==> src/rtl/sil_pkg.sv <==
// Shared types, codes and constants of the sorted insertion list.
package sil_pkg;

  localparam int CAPACITY_DEFAULT = 16;
  localparam int ACT_W = 2;
  localparam int KEY_W = 32;
  localparam int PAY_W = 16;
  localparam int POS_W = 4;
  localparam int STAT_W = 2;
  localparam int OCNT_W = 5;

  typedef enum logic [ACT_W-1:0] {
    ACT_PUSH   = 2'd0,
    ACT_REMOVE = 2'd1,
    ACT_READ   = 2'd2,
    ACT_NOP    = 2'd3
  } act_t;

  typedef enum logic [STAT_W-1:0] {
    ST_OK        = 2'd0,
    ST_FULL      = 2'd1,
    ST_BAD_INDEX = 2'd2
  } status_t;

  typedef enum logic [2:0] {
    S_IDLE,
    S_PUSH_SCAN,
    S_PUSH_LAST,
    S_REM_FIRST,
    S_REM_SHIFT,
    S_READ_WAIT,
    S_FINISH
  } state_t;

  typedef enum logic [1:0] {
    RD_TOP,
    RD_POS,
    RD_DOWN,
    RD_UP
  } rd_sel_t;

  typedef enum logic [2:0] {
    WR_NONE,
    WR_ENTRY_UP,
    WR_NEW_UP,
    WR_NEW_ZERO,
    WR_ENTRY_DOWN
  } wr_sel_t;

  typedef enum logic [2:0] {
    RES_NONE,
    RES_FULL,
    RES_BAD,
    RES_OK,
    RES_DATA
  } res_sel_t;

  typedef enum logic [1:0] {
    CNT_HOLD,
    CNT_INC,
    CNT_DEC
  } cnt_op_t;

  typedef struct packed {
    logic     accept;
    logic     rd_en;
    rd_sel_t  rd_sel;
    wr_sel_t  wr_sel;
    cnt_op_t  cnt_op;
    res_sel_t res_sel;
    logic     out_load;
  } cmd_t;

  typedef struct packed {
    logic full;
    logic empty;
    logic pos_bad;
    logic key_greater;
    logic idx_zero;
    logic idx_last;
    logic out_free;
  } sts_t;

endpackage

==> src/rtl/sil_ram.sv <==
// Generic simple dual-port RAM with a registered read port.
module sil_ram #(
  parameter int WIDTH = 8,
  parameter int DEPTH = 16
) (
  input  logic                     clk,
  input  logic                     wr_en,
  input  logic [$clog2(DEPTH)-1:0] wr_addr,
  input  logic [WIDTH-1:0]         wr_data,
  input  logic                     rd_en,
  input  logic [$clog2(DEPTH)-1:0] rd_addr,
  output logic [WIDTH-1:0]         rd_data
);

  logic [WIDTH-1:0] mem [DEPTH];

  always_ff @(posedge clk) begin
    if (wr_en) begin
      mem[wr_addr] <= wr_data;
    end
    if (rd_en) begin
      rd_data <= mem[rd_addr];
    end
  end

endmodule

==> src/rtl/sil_ctrl.sv <==
// Controller state machine that sequences push, remove and read operations.
module sil_ctrl (
  input  logic                          clk,
  input  logic                          rst_n,
  input  logic                          in_valid,
  input  logic [sil_pkg::ACT_W-1:0]     in_action,
  input  sil_pkg::sts_t                 sts,
  output logic                          in_ready,
  output sil_pkg::cmd_t                 cmd
);

  sil_pkg::state_t state_r;
  sil_pkg::state_t state_nxt;

  always_ff @(posedge clk) begin
    if (!rst_n) begin
      state_r <= sil_pkg::S_IDLE;
    end else begin
      state_r <= state_nxt;
    end
  end

  always_comb begin
    state_nxt   = state_r;
    in_ready    = 1'b0;
    cmd.accept   = 1'b0;
    cmd.rd_en    = 1'b0;
    cmd.rd_sel   = sil_pkg::RD_TOP;
    cmd.wr_sel   = sil_pkg::WR_NONE;
    cmd.cnt_op   = sil_pkg::CNT_HOLD;
    cmd.res_sel  = sil_pkg::RES_NONE;
    cmd.out_load = 1'b0;
    unique case (state_r)
      sil_pkg::S_IDLE: begin
        in_ready = 1'b1;
        if (in_valid) begin
          cmd.accept = 1'b1;
          unique case (sil_pkg::act_t'(in_action))
            sil_pkg::ACT_PUSH: begin
              if (sts.full) begin
                cmd.res_sel = sil_pkg::RES_FULL;
                state_nxt   = sil_pkg::S_FINISH;
              end else if (sts.empty) begin
                state_nxt = sil_pkg::S_PUSH_LAST;
              end else begin
                cmd.rd_en  = 1'b1;
                cmd.rd_sel = sil_pkg::RD_TOP;
                state_nxt  = sil_pkg::S_PUSH_SCAN;
              end
            end
            sil_pkg::ACT_REMOVE, sil_pkg::ACT_READ: begin
              if (sts.pos_bad) begin
                cmd.res_sel = sil_pkg::RES_BAD;
                state_nxt   = sil_pkg::S_FINISH;
              end else begin
                cmd.rd_en  = 1'b1;
                cmd.rd_sel = sil_pkg::RD_POS;
                state_nxt  = (sil_pkg::act_t'(in_action) == sil_pkg::ACT_REMOVE) ?
                             sil_pkg::S_REM_FIRST : sil_pkg::S_READ_WAIT;
              end
            end
            sil_pkg::ACT_NOP: begin
              cmd.res_sel = sil_pkg::RES_OK;
              state_nxt   = sil_pkg::S_FINISH;
            end
            default: begin
              state_nxt = sil_pkg::S_IDLE;
            end
          endcase
        end
      end
      sil_pkg::S_PUSH_SCAN: begin
        if (sts.key_greater) begin
          cmd.wr_sel = sil_pkg::WR_ENTRY_UP;
          if (sts.idx_zero) begin
            state_nxt = sil_pkg::S_PUSH_LAST;
          end else begin
            cmd.rd_en  = 1'b1;
            cmd.rd_sel = sil_pkg::RD_DOWN;
          end
        end else begin
          cmd.wr_sel  = sil_pkg::WR_NEW_UP;
          cmd.cnt_op  = sil_pkg::CNT_INC;
          cmd.res_sel = sil_pkg::RES_OK;
          state_nxt   = sil_pkg::S_FINISH;
        end
      end
      sil_pkg::S_PUSH_LAST: begin
        cmd.wr_sel  = sil_pkg::WR_NEW_ZERO;
        cmd.cnt_op  = sil_pkg::CNT_INC;
        cmd.res_sel = sil_pkg::RES_OK;
        state_nxt   = sil_pkg::S_FINISH;
      end
      sil_pkg::S_REM_FIRST: begin
        cmd.res_sel = sil_pkg::RES_DATA;
        if (sts.idx_last) begin
          cmd.cnt_op = sil_pkg::CNT_DEC;
          state_nxt  = sil_pkg::S_FINISH;
        end else begin
          cmd.rd_en  = 1'b1;
          cmd.rd_sel = sil_pkg::RD_UP;
          state_nxt  = sil_pkg::S_REM_SHIFT;
        end
      end
      sil_pkg::S_REM_SHIFT: begin
        cmd.wr_sel = sil_pkg::WR_ENTRY_DOWN;
        if (sts.idx_last) begin
          cmd.cnt_op = sil_pkg::CNT_DEC;
          state_nxt  = sil_pkg::S_FINISH;
        end else begin
          cmd.rd_en  = 1'b1;
          cmd.rd_sel = sil_pkg::RD_UP;
        end
      end
      sil_pkg::S_READ_WAIT: begin
        cmd.res_sel = sil_pkg::RES_DATA;
        state_nxt   = sil_pkg::S_FINISH;
      end
      sil_pkg::S_FINISH: begin
        if (sts.out_free) begin
          cmd.out_load = 1'b1;
          state_nxt    = sil_pkg::S_IDLE;
        end
      end
      default: begin
        state_nxt = sil_pkg::S_IDLE;
      end
    endcase
  end

endmodule

==> src/rtl/sil_dp.sv <==
// Datapath with the entry RAM, count, scan index and result registers.
module sil_dp #(
  parameter int CAPACITY = sil_pkg::CAPACITY_DEFAULT
) (
  input  logic                       clk,
  input  logic                       rst_n,
  input  sil_pkg::cmd_t              cmd,
  output sil_pkg::sts_t              sts,
  input  logic [sil_pkg::KEY_W-1:0]  in_key,
  input  logic [sil_pkg::PAY_W-1:0]  in_payload,
  input  logic [sil_pkg::POS_W-1:0]  in_position,
  output logic                       out_valid,
  input  logic                       out_ready,
  output logic [sil_pkg::STAT_W-1:0] out_status,
  output logic [sil_pkg::KEY_W-1:0]  out_key,
  output logic [sil_pkg::PAY_W-1:0]  out_payload,
  output logic [sil_pkg::OCNT_W-1:0] out_count
);

  localparam int AW = $clog2(CAPACITY);
  localparam int CW = $clog2(CAPACITY + 1);
  localparam int CMPW = (CW > sil_pkg::POS_W) ? CW : sil_pkg::POS_W;
  localparam int EW = sil_pkg::KEY_W + sil_pkg::PAY_W;

  logic [CW-1:0]             count_r;
  logic [CW-1:0]             count_nxt;
  logic [AW-1:0]             idx_r;
  logic [sil_pkg::KEY_W-1:0] key_r;
  logic [sil_pkg::PAY_W-1:0] payload_r;

  sil_pkg::status_t          res_status_r;
  logic [sil_pkg::KEY_W-1:0] res_key_r;
  logic [sil_pkg::PAY_W-1:0] res_payload_r;

  logic                       out_valid_r;
  sil_pkg::status_t           out_status_r;
  logic [sil_pkg::KEY_W-1:0]  out_key_r;
  logic [sil_pkg::PAY_W-1:0]  out_payload_r;
  logic [sil_pkg::OCNT_W-1:0] out_count_r;

  logic [CMPW-1:0]           pos_ext;
  logic [CMPW-1:0]           cnt_ext;
  logic [CW-1:0]             cnt_m1;
  logic [CW-1:0]             idx_p1;
  logic [CW+sil_pkg::OCNT_W-1:0] cnt_wide;
  logic [AW-1:0]             idx_up;
  logic [AW-1:0]             idx_dn;

  logic                      wr_en;
  logic [AW-1:0]             wr_addr;
  logic [EW-1:0]             wr_data;
  logic [AW-1:0]             rd_addr;
  logic [EW-1:0]             rd_data;
  logic [sil_pkg::KEY_W-1:0] rd_key;
  logic [sil_pkg::PAY_W-1:0] rd_payload;

  assign pos_ext    = CMPW'(in_position);
  assign cnt_ext    = CMPW'(count_r);
  assign cnt_m1     = count_r - CW'(1);
  assign idx_p1     = CW'(idx_r) + CW'(1);
  assign cnt_wide   = {{sil_pkg::OCNT_W{1'b0}}, count_r};
  assign idx_up     = idx_r + AW'(1);
  assign idx_dn     = idx_r - AW'(1);
  assign rd_key     = rd_data[EW-1:sil_pkg::PAY_W];
  assign rd_payload = rd_data[sil_pkg::PAY_W-1:0];

  assign sts.full        = (count_r == CW'(CAPACITY));
  assign sts.empty       = (count_r == '0);
  assign sts.pos_bad     = (pos_ext >= cnt_ext);
  assign sts.key_greater = (rd_key > key_r);
  assign sts.idx_zero    = (idx_r == '0);
  assign sts.idx_last    = (idx_p1 == count_r);
  assign sts.out_free    = !out_valid_r || out_ready;

  always_comb begin
    unique case (cmd.rd_sel)
      sil_pkg::RD_TOP:  rd_addr = cnt_m1[AW-1:0];
      sil_pkg::RD_POS:  rd_addr = pos_ext[AW-1:0];
      sil_pkg::RD_DOWN: rd_addr = idx_dn;
      sil_pkg::RD_UP:   rd_addr = idx_up;
      default:          rd_addr = idx_r;
    endcase
  end

  always_comb begin
    wr_en   = 1'b1;
    wr_addr = idx_up;
    wr_data = rd_data;
    unique case (cmd.wr_sel)
      sil_pkg::WR_NONE: begin
        wr_en = 1'b0;
      end
      sil_pkg::WR_ENTRY_UP: begin
        wr_addr = idx_up;
        wr_data = rd_data;
      end
      sil_pkg::WR_NEW_UP: begin
        wr_addr = idx_up;
        wr_data = {key_r, payload_r};
      end
      sil_pkg::WR_NEW_ZERO: begin
        wr_addr = '0;
        wr_data = {key_r, payload_r};
      end
      sil_pkg::WR_ENTRY_DOWN: begin
        wr_addr = idx_dn;
        wr_data = rd_data;
      end
      default: begin
        wr_en = 1'b0;
      end
    endcase
  end

  sil_ram #(
    .WIDTH(EW),
    .DEPTH(CAPACITY)
  ) u_entry_ram (
    .clk    (clk),
    .wr_en  (wr_en),
    .wr_addr(wr_addr),
    .wr_data(wr_data),
    .rd_en  (cmd.rd_en),
    .rd_addr(rd_addr),
    .rd_data(rd_data)
  );

  always_comb begin
    unique case (cmd.cnt_op)
      sil_pkg::CNT_HOLD: count_nxt = count_r;
      sil_pkg::CNT_INC:  count_nxt = count_r + CW'(1);
      sil_pkg::CNT_DEC:  count_nxt = cnt_m1;
      default:           count_nxt = count_r;
    endcase
  end

  always_ff @(posedge clk) begin
    if (!rst_n) begin
      count_r     <= '0;
      out_valid_r <= 1'b0;
    end else begin
      count_r <= count_nxt;
      if (cmd.out_load) begin
        out_valid_r <= 1'b1;
      end else if (out_ready) begin
        out_valid_r <= 1'b0;
      end
    end
  end

  always_ff @(posedge clk) begin
    if (cmd.accept) begin
      key_r     <= in_key;
      payload_r <= in_payload;
    end
    if (cmd.rd_en) begin
      idx_r <= rd_addr;
    end
    unique case (cmd.res_sel)
      sil_pkg::RES_NONE: begin
      end
      sil_pkg::RES_FULL: begin
        res_status_r  <= sil_pkg::ST_FULL;
        res_key_r     <= '0;
        res_payload_r <= '0;
      end
      sil_pkg::RES_BAD: begin
        res_status_r  <= sil_pkg::ST_BAD_INDEX;
        res_key_r     <= '0;
        res_payload_r <= '0;
      end
      sil_pkg::RES_OK: begin
        res_status_r  <= sil_pkg::ST_OK;
        res_key_r     <= '0;
        res_payload_r <= '0;
      end
      sil_pkg::RES_DATA: begin
        res_status_r  <= sil_pkg::ST_OK;
        res_key_r     <= rd_key;
        res_payload_r <= rd_payload;
      end
      default: begin
      end
    endcase
    if (cmd.out_load) begin
      out_status_r  <= res_status_r;
      out_key_r     <= res_key_r;
      out_payload_r <= res_payload_r;
      out_count_r   <= cnt_wide[sil_pkg::OCNT_W-1:0];
    end
  end

  assign out_valid   = out_valid_r;
  assign out_status  = out_status_r;
  assign out_key     = out_key_r;
  assign out_payload = out_payload_r;
  assign out_count   = out_count_r;

endmodule

==> src/rtl/sorted_insert_list_unit.sv <==
// Top level of the sorted insertion list: controller, datapath and checks.
// The list holds up to CAPACITY entries of a 32-bit key and a 16-bit payload in
// ascending key order, with equal keys kept in arrival order, in a RAM with one
// write and one registered read port. One item is worked on at a time, and
// every item gives exactly one result transfer that carries the status and the
// entry count after the item. A push moves each stored entry whose key is greater
// than the new key up by one place and then writes the new entry, a remove
// moves each entry behind the removed one down by one place, and a read
// returns the entry at the position; a refused item and the unused action code go
// straight to the result. Entries move one per cycle through the RAM port.
// The next item is accepted once the previous result is in the output register.
module sorted_insert_list_unit #(
  parameter int CAPACITY = sil_pkg::CAPACITY_DEFAULT
) (
  input  logic                       clk,
  input  logic                       rst_n,
  input  logic                       in_valid,
  output logic                       in_ready,
  input  logic [sil_pkg::ACT_W-1:0]  in_action,
  input  logic [sil_pkg::KEY_W-1:0]  in_key,
  input  logic [sil_pkg::PAY_W-1:0]  in_payload,
  input  logic [sil_pkg::POS_W-1:0]  in_position,
  output logic                       out_valid,
  input  logic                       out_ready,
  output logic [sil_pkg::STAT_W-1:0] out_status,
  output logic [sil_pkg::KEY_W-1:0]  out_key,
  output logic [sil_pkg::PAY_W-1:0]  out_payload,
  output logic [sil_pkg::OCNT_W-1:0] out_count
);

  sil_pkg::cmd_t cmd;
  sil_pkg::sts_t sts;

  sil_ctrl u_ctrl (
    .clk      (clk),
    .rst_n    (rst_n),
    .in_valid (in_valid),
    .in_action(in_action),
    .sts      (sts),
    .in_ready (in_ready),
    .cmd      (cmd)
  );

  sil_dp #(
    .CAPACITY(CAPACITY)
  ) u_dp (
    .clk        (clk),
    .rst_n      (rst_n),
    .cmd        (cmd),
    .sts        (sts),
    .in_key     (in_key),
    .in_payload (in_payload),
    .in_position(in_position),
    .out_valid  (out_valid),
    .out_ready  (out_ready),
    .out_status (out_status),
    .out_key    (out_key),
    .out_payload(out_payload),
    .out_count  (out_count)
  );

  a_full_count: assert property (@(posedge clk) disable iff (!rst_n)
    out_valid && (out_status == sil_pkg::ST_FULL) |->
      (out_count == sil_pkg::OCNT_W'(CAPACITY)))
    else $error("Full status with a count other than the capacity.");

  a_refused_zero: assert property (@(posedge clk) disable iff (!rst_n)
    out_valid && ((out_status == sil_pkg::ST_FULL) ||
                  (out_status == sil_pkg::ST_BAD_INDEX)) |->
      (out_key == '0) && (out_payload == '0))
    else $error("Refused item returned a nonzero entry.");

  a_no_overflow: assert property (@(posedge clk) disable iff (!rst_n)
    cmd.cnt_op == sil_pkg::CNT_INC |-> !sts.full)
    else $error("Entry count incremented on a full list.");

  a_no_underflow: assert property (@(posedge clk) disable iff (!rst_n)
    cmd.cnt_op == sil_pkg::CNT_DEC |-> !sts.empty)
    else $error("Entry count decremented on an empty list.");

endmodule

==> config.mk <==
export PLATFORM = sky130hd
export DESIGN_NAME = sorted_insert_list_unit
export DESIGN_NICKNAME = d
export VERILOG_FILES = /design/src/rtl/sil_pkg.sv /design/src/rtl/sil_ram.sv /design/src/rtl/sil_ctrl.sv /design/src/rtl/sil_dp.sv /design/src/rtl/sorted_insert_list_unit.sv
export SDC_FILE = /design/constraint.sdc
export NUM_CORES = 1
export LEC_CHECK = 0
export BUFFER_PORTS_ARGS = -buffer_cell sky130_fd_sc_hd__buf_2
export CAP_MARGIN = 30
export CORE_UTILIZATION = 62
export DETAILED_ROUTE_END_ITERATION = 8
export GPL_TIMING_DRIVEN = 0
export PLACE_DENSITY = 0.82
export RECOVER_POWER = 100
export SETUP_SLACK_MARGIN = 0.3
export SYNTH_ARGS = -nofsm -noshare
export SYNTH_HDL_FRONTEND = slang
export SYNTH_HIERARCHICAL = 1
export SYNTH_SLANG_ARGS = --single-unit
==> constraint.sdc <==
create_clock -name clk -period 10.26 [get_ports clk]
set_input_delay 0 -clock clk [delete_from_list [all_inputs] [get_ports clk]]
set_output_delay 0 -clock clk [all_outputs]
set_load 0.02 [all_outputs]
==> flow_summary.yaml, run 1 <==
grt:
  grt_pass1_vias: 22000
  gr-total-overflow: 0
  met2_usage_pct: 53.3
  track_usage_pct: 32.5
  grt_pass1_wl_um: 144000
  busiest_layer: "met2"
  grt_max_degree: 57
  antenna_found_initial: 1
  grt_use_met1_pct: 41.5
  met3_usage_pct: 6.86
layout:
  regArea_um2: 29400
  stdcell_area_um2: 43900
  fin_nets: 2347
  syn2layout_area_growth_pct: 15.5
  multi_input_area_um2: 7960
  fillCellCount: 3139
  utilization_pct: 72.6
  drive_above_1_share_pct: 19.9
placement:
  gp_congestion: 0.807
  place.detailed.hpwl_um: 57600
  place_ws_ns: 3.52
  dpl_cell_area_um2: 40800
  portBuffers: 114
sta:
  setup_viol: 0
  tns_ns: 0
  hold_viol: 0
  max_slew_margin_pct: -106
  fmax_ghz: 0.112
  rsz0062_at_grt: "false"
  period_share_pct: 86.8
  setup_ws_ns: 1.35
  fin_skew_ns: 0.0247
  worst_pin_slew_ns: 3.09
  min_period_ns: 8.91
  slew_viol_final: 203
setup_path:
  cp_slowest_cell: "a2111oi_0"
  end_kind: "flop"
  critical_path.most_common_cell: "a21oi_1"
  worstPathArrival_ns: 9.25
  path_buf_inv: 4
  worstSetupPathType: "flop to flop"
  startpoint_type: "flop"
  path_max_fanout: 20
  path_cells: "ha_1, a21oi_1, o21ai_0, a221o_1, a2111oi_0, a21oi_1, inv_1, a21oi_1, or2_2, inv_1, nor2b_1, clkbuf_1, a21oi_1, nand2b_1, nor2_1, buf_12"
  crit_family: "compound AO/OA/AOI/OAI gates"
  cp.required_ns: 10.60
  cp_slowest_stage_delay_ns: 1.72
routing:
  drtIter0Drc: 3534
  drcViolationCount: 1
  vias: 21500
  firstDrtPassIters: 9
  wl_per_cell_um: 32.5
  ant_nets: 0
  viasPerCell: 6.94
  finalWirelength_um: 101000
synth:
  synthMostInstantiatedCell: "edfxtp_1"
  ys_ff_latch: 982
  synth.distinct_cells: 55
  synth_top_flop_cell: "edfxtp_1"
  synth_edf_count: 973
  synth_fp_nets: 1992
  yosys-top-cells-area: "edfxtp_1, mux4_2, a22oi_1, ha_1, nand2_1"
  synth.cell_area_um2: 38000
  async_flop_share_pct: 0
  synth_top_area_share_pct: 76.9
  synth_area_leader_cell: "edfxtp_1"
  synthCells: 1887
  yosysWarnings: 6
  avgSynthCellArea_um2: 20.1
  ys_seq_area_share_pct: 77.3
  ys_top_cells_by_count: "edfxtp_1, mux4_2, nand2_1"
clocking:
  clock_sinks: 982
  clk_pin_slew_worst_paths_ns: 0.06
  htree_levels: 3
  post-cts-setup-buffers: 0
  max-clock-path-buffers: 3
  numCtsBuffers: 93
  clkLatencyLatePin_ns: 0.66
  clock-root-buffer: "clkbuf_16"
  tritoncts: "yes"
die:
  dieArea_um2: 62300
  initial_core_util_pct: 62.9
  rows: 90
  die_h_um: 250
  floorplan.core_area_um2: 60500
  die_x_um: 250
  io-pin-count: 115
run_status:
  violations: "design-rule violations, max-capacitance violations, max-slew violations"
  status: "finished with violations"
run:
  drv_cap: 11
hold_path:
  hp-class: "input pin to flop"
-- kinds of logic (layout without fill, tap and decap cells) --
kind of cell / Yosys count / count (layout) / share of synthesized area [%]
other: 0 / 1 / 0
AOI/OAI and AO/OA: 203 / 203 / 3.62
DFF: 982 / 982 / 77.3
xor gates and xnor gates: 16 / 16 / 0.388
buffers and inverters: 146 / 576 / 1.70
and+or+nand+nor: 291 / 291 / 3.71
muxes: 202 / 202 / 11.7
adders and majority gates: 47 / 47 / 1.55
-- layer usage --
metal	vias up	part of all wire, %
li1	8389	-
met1	10700	32
met2	2029	49
met3	412	13
met4	0	5.5
met5	-	0
-- state kept, by name, indices dropped and copies added, names as in the netlist --
signal and cells:
u_dp/out_payload 16, u_dp/out_key 32, u_dp/out_count 5, u_dp/res_status_r 2, u_ctrl/state_r 3, u_dp/res_payload_r 16
u_dp/payload_r 16, u_dp/u_entry_ram/rd_data 48, u_dp/res_key_r 32, u_dp/out_valid 1, u_dp/out_status 2, u_dp/cnt_ext 5
u_dp/u_entry_ram/mem 768, u_dp/key_r 32, u_dp/idx_r 4
-- through the flow --
stage	instances	hold slack, ns
after floorplan	1887	0.0989
after global placement	2783	0.178
after detailed placement	2867	0.178
after CTS	3091	0.00872
after global routing	3099	0.0484
final	3100	0.0515
-- cell type report --
cell class	instances	area share [%]
flip-flops and latches	982	66.9
multi-input cells	759	18.1
clock buffers	113	5.62
repair buffers	260	4.35
well taps	782	2.23
clock inverters	57	1.27
plain buffers	93	1.01
inverters	53	0.453
diodes	1	0.00570
-- worst paths after layout --
check	start	endpoint	slack, ns	cells after the start
max	u_dp/u_entry_ram/rd_data[33]$_DFFE_PP_	u_dp/u_entry_ram/mem[10][38]$_DFFE_PP_	1.35	16
min	in_key[29]	u_dp/key_r[29]$_DFFE_PP_	0.05	2
max reg2reg	u_dp/u_entry_ram/rd_data[33]$_DFFE_PP_	u_dp/u_entry_ram/mem[10][38]$_DFFE_PP_	1.35	16
min reg2reg	u_dp/res_key_r[30]$_SDFFCE_PN0P_	u_dp/out_key[30]$_DFFE_PP_	0.42	0
-- worst reg2reg max path, delay by kind of cell (launching register included) --
family	cells	cell delay, ns
compound gates	7	3.80
fa+ha+maj	1	0.34
buf+inv	4	1.39
flops	1	0.43
simple gates	4	2.61
-- what timing repair did --
item | CTS | global route
hold endpoints to repair | 59 | 0
gates resized for setup | 0 | 0
hold buffers | 54 | 0
-- layout by cell type, fill, tap and decap left out, types with 6 or more instances in the layout --
cell type / instances
a21boi_0: 7
clkinv_2: 16
buf_6: 14
nor3_1: 7
mux4_2: 193
buf_1: 8
dlygate4sd3_1: 54
nand3_1: 8
dfxtp_1: 9
and3_1: 49
nor2b_1: 10
buf_12: 20
ha_1: 47
edfxtp_1: 973
a22oi_1: 98
clkinv_1: 17
mux2i_1: 8
o21ai_0: 46
clkbuf_16: 96
a21oi_1: 25
buf_4: 21
clkbuf_1: 187
a21o_1: 7
nand4_1: 6
nor2_1: 31
xnor2_1: 12
bufinv_16: 9
nand2_1: 144
inv_1: 53
buf_2: 60
clkinvlp_4: 6
Power of run 1 is left out: the tool's default activity adds up to more than one toggle a clock period on the data nets, which glitch-free logic cannot reach.
==> inputs of run 2 (changes only) <==
--- a/config.mk
+++ b/config.mk
@@ -5,6 +5,7 @@
 export SDC_FILE = /design/constraint.sdc
 export NUM_CORES = 1
 export LEC_CHECK = 0
+export ABC_AREA = 1
 export BUFFER_PORTS_ARGS = -buffer_cell sky130_fd_sc_hd__buf_2
 export CAP_MARGIN = 30
 export CORE_UTILIZATION = 62
@@ -12,6 +13,7 @@
 export GPL_TIMING_DRIVEN = 0
 export PLACE_DENSITY = 0.82
 export RECOVER_POWER = 100
+export REMOVE_ABC_BUFFERS = 1
 export SETUP_SLACK_MARGIN = 0.3
 export SYNTH_ARGS = -nofsm -noshare
 export SYNTH_HDL_FRONTEND = slang
==> flow_summary.yaml, run 2 <==
run_status:
  status: "finished with violations"
  violations: "max-capacitance violations, max-slew violations"
sta:
  period_share_pct: 77.4
  min_period_ns: 7.94
  fmax_ghz: 0.126
  setup_viol: 0
  fin_skew_ns: 0.0356
  setup_ws_ns: 2.32
  max_slew_margin_pct: -138
  hold_viol: 0
  slew_viol_final: 412
  worst_pin_slew_ns: 3.57
  rsz0062_at_grt: "false"
placement:
  dpl_cell_area_um2: 44800
  place.detailed.hpwl_um: 60500
  place_ws_ns: 4.30
  portBuffers: 114
  gp_congestion: 0.811
clocking:
  clkLatencyLatePin_ns: 0.66
  cts_hold_buf: 52
  max-clock-path-buffers: 3
  post-cts-setup-buffers: 0
  numCtsBuffers: 95
  clk_pin_slew_worst_paths_ns: 0.06
  clock-root-buffer: "clkbuf_16"
  clock_sinks: 982
  tritoncts: "yes"
  ctsResizeCount: 0
  htree_levels: 3
routing:
  firstDrtPassIters: 6
  drtIter0Drc: 4724
  wl_per_cell_um: 21.6
  finalWirelength_um: 109000
  drcViolationCount: 0
  vias: 29500
  ant_nets: 0
  viasPerCell: 5.86
layout:
  utilization_pct: 71.2
  stdcell_area_um2: 47900
  syn2layout_area_growth_pct: 13.3
  drive_above_1_share_pct: 6.27
  final_cell_mix: "nand2_1, edfxtp_1, inv_1"
  reg_top3: "u_dp/u_entry_ram/mem: 768 flops, u_dp/u_entry_ram/rd_data: 48 flops"
  largest_reg_flops: 768
  final_common_cell: "nand2_1"
  antenna_cells: 0
  fin_nets: 4194
  regMostFlops: "u_dp/u_entry_ram/mem"
synth:
  synth.distinct_cells: 43
  ys_ff_latch: 982
  yosysWarnings: 6
  ys_top_cells_by_count: "nand2_1, edfxtp_1, inv_1"
  yosys-top-cells-area: "edfxtp_1, nand2_1, nand3_1, inv_1, ha_1"
  synth_area_leader_cell: "edfxtp_1"
  ys_seq_area_share_pct: 69.6
  synth_top_flop_cell: "edfxtp_1"
  async_flop_share_pct: 0
  synth.cell_area_um2: 42300
  synthCells: 3893
  synth_top_area_share_pct: 69.1
  synthMostInstantiatedCell: "nand2_1"
  avgSynthCellArea_um2: 10.9
  synth_edf_count: 973
die:
  rows: 95
  dieArea_um2: 69200
  die_h_um: 263
  floorplan.core_area_um2: 67300
  initial_core_util_pct: 62.8
  io-pin-count: 115
  die_x_um: 263
grt:
  gr-total-overflow: 0
  track_usage_pct: 31.2
  grt_max_degree: 214
  grt_pass1_vias: 29000
  grt_pass1_wl_um: 162000
  antenna_found_initial: 3
setup_path:
  cp.required_ns: 10.60
  regToRegStartpoint: "u_dp/u_entry_ram/rd_data[31]$_DFFE_PP_"
  worstPathArrival_ns: 8.28
  path_max_fanout: 64
  critPathLaunch: "u_dp/u_entry_ram/rd_data[31]$_DFFE_PP_"
  end_kind: "flop"
  startpoint_type: "flop"
  worstSetupPathType: "flop to flop"
hold_path:
  min-delay-start: "in_action[1]"
  hp-class: "input pin to flop"
run:
  drv_cap: 24
run 2: changes by cell type in the layout (fill, tap and decap cells not counted), sizes merged, moves of 10 or more:
cell,delta
a21oi,+19
a22oi,-97
and3,-49
buf,-12
clkbuf,-65
inv,+658
mux4,-193
nand2,+982
nand3,+594
nor2,+77
nor2b,-10
xnor2,-11
run 2: logic make-up (layout without fill, tap and decap cells):
family / count (synthesis) / count (layout) / share of synthesized area (%)
DFF: 982 / 982 / 69.6
buffers and inverters: 889 / 1158 / 8.94
xor gates and xnor gates: 8 / 8 / 0.201
adders and majority gates: 47 / 47 / 1.39
AOI/OAI and AO/OA: 112 / 112 / 1.45
and+or+nand+nor: 1855 / 1855 / 18.5
run 2: cell type report:
type	instances	area (um^2)
tap	873	1090
inverter	714	2710
clock inverter	57	527
timing repair buffer	274	2550
sequential	982	29400
multi-input combinational	2022	9070
fill	4062	19400
clock buffer	113	2550
run 2: critical path, stage by stage (launching register included):
cell and delay [ns]:
edfxtp_1 0.43, ha_1 0.34, a21oi_1 0.30, o21ai_0 0.27
a21oi_1 0.22, nand2_1 0.08, nand2_1 0.08, a21oi_1 0.20
o21ai_0 0.49, nand2_1 0.96, buf_16 0.59, o21ai_0 0.50
o21ai_0 0.31, inv_1 0.14, nand2_1 0.13, nor2_1 2.10
buf_16 0.21, buf_12 0.20
run 2: worst paths after layout:
kind | end | slack [ns] | cells after the start
worst min-delay path | u_ctrl/state_r[2]$_SDFFE_PN0P_ | 0.04 | 8
worst max register to register | u_dp/u_entry_ram/mem[0][32]$_DFFE_PP_ | 2.32 | 17
worst min register to register | u_dp/out_key[25]$_DFFE_PP_ | 0.42 | 0
worst max-delay path | u_dp/u_entry_ram/mem[0][32]$_DFFE_PP_ | 2.32 | 17
run 2: routing by layer:
metal / vias to the layer above / global-route usage, % / wire, um
met5: - / 0 / 23
met4: 4 / 18.1 / 6030
met3: 461 / 5.93 / 13700
met2: 2235 / 50.0 / 51300
met1: 13700 / 40.2 / 37600
li1: 13100 / - / -
run 2: metrics by stage:
stage	std cells	hold slack, ns	TNS [ns]
6_report	5035	0.0379	0
5_1_grt	5035	0.0445	0
4_1_cts	5029	0.00291	0
3_5_place_dp	4807	0.178	0
3_3_place_gp	4705	0.178	-2161.24
2_1_floorplan	3718	0.0989	-823.72
Power of run 2 is left out for the same reason.
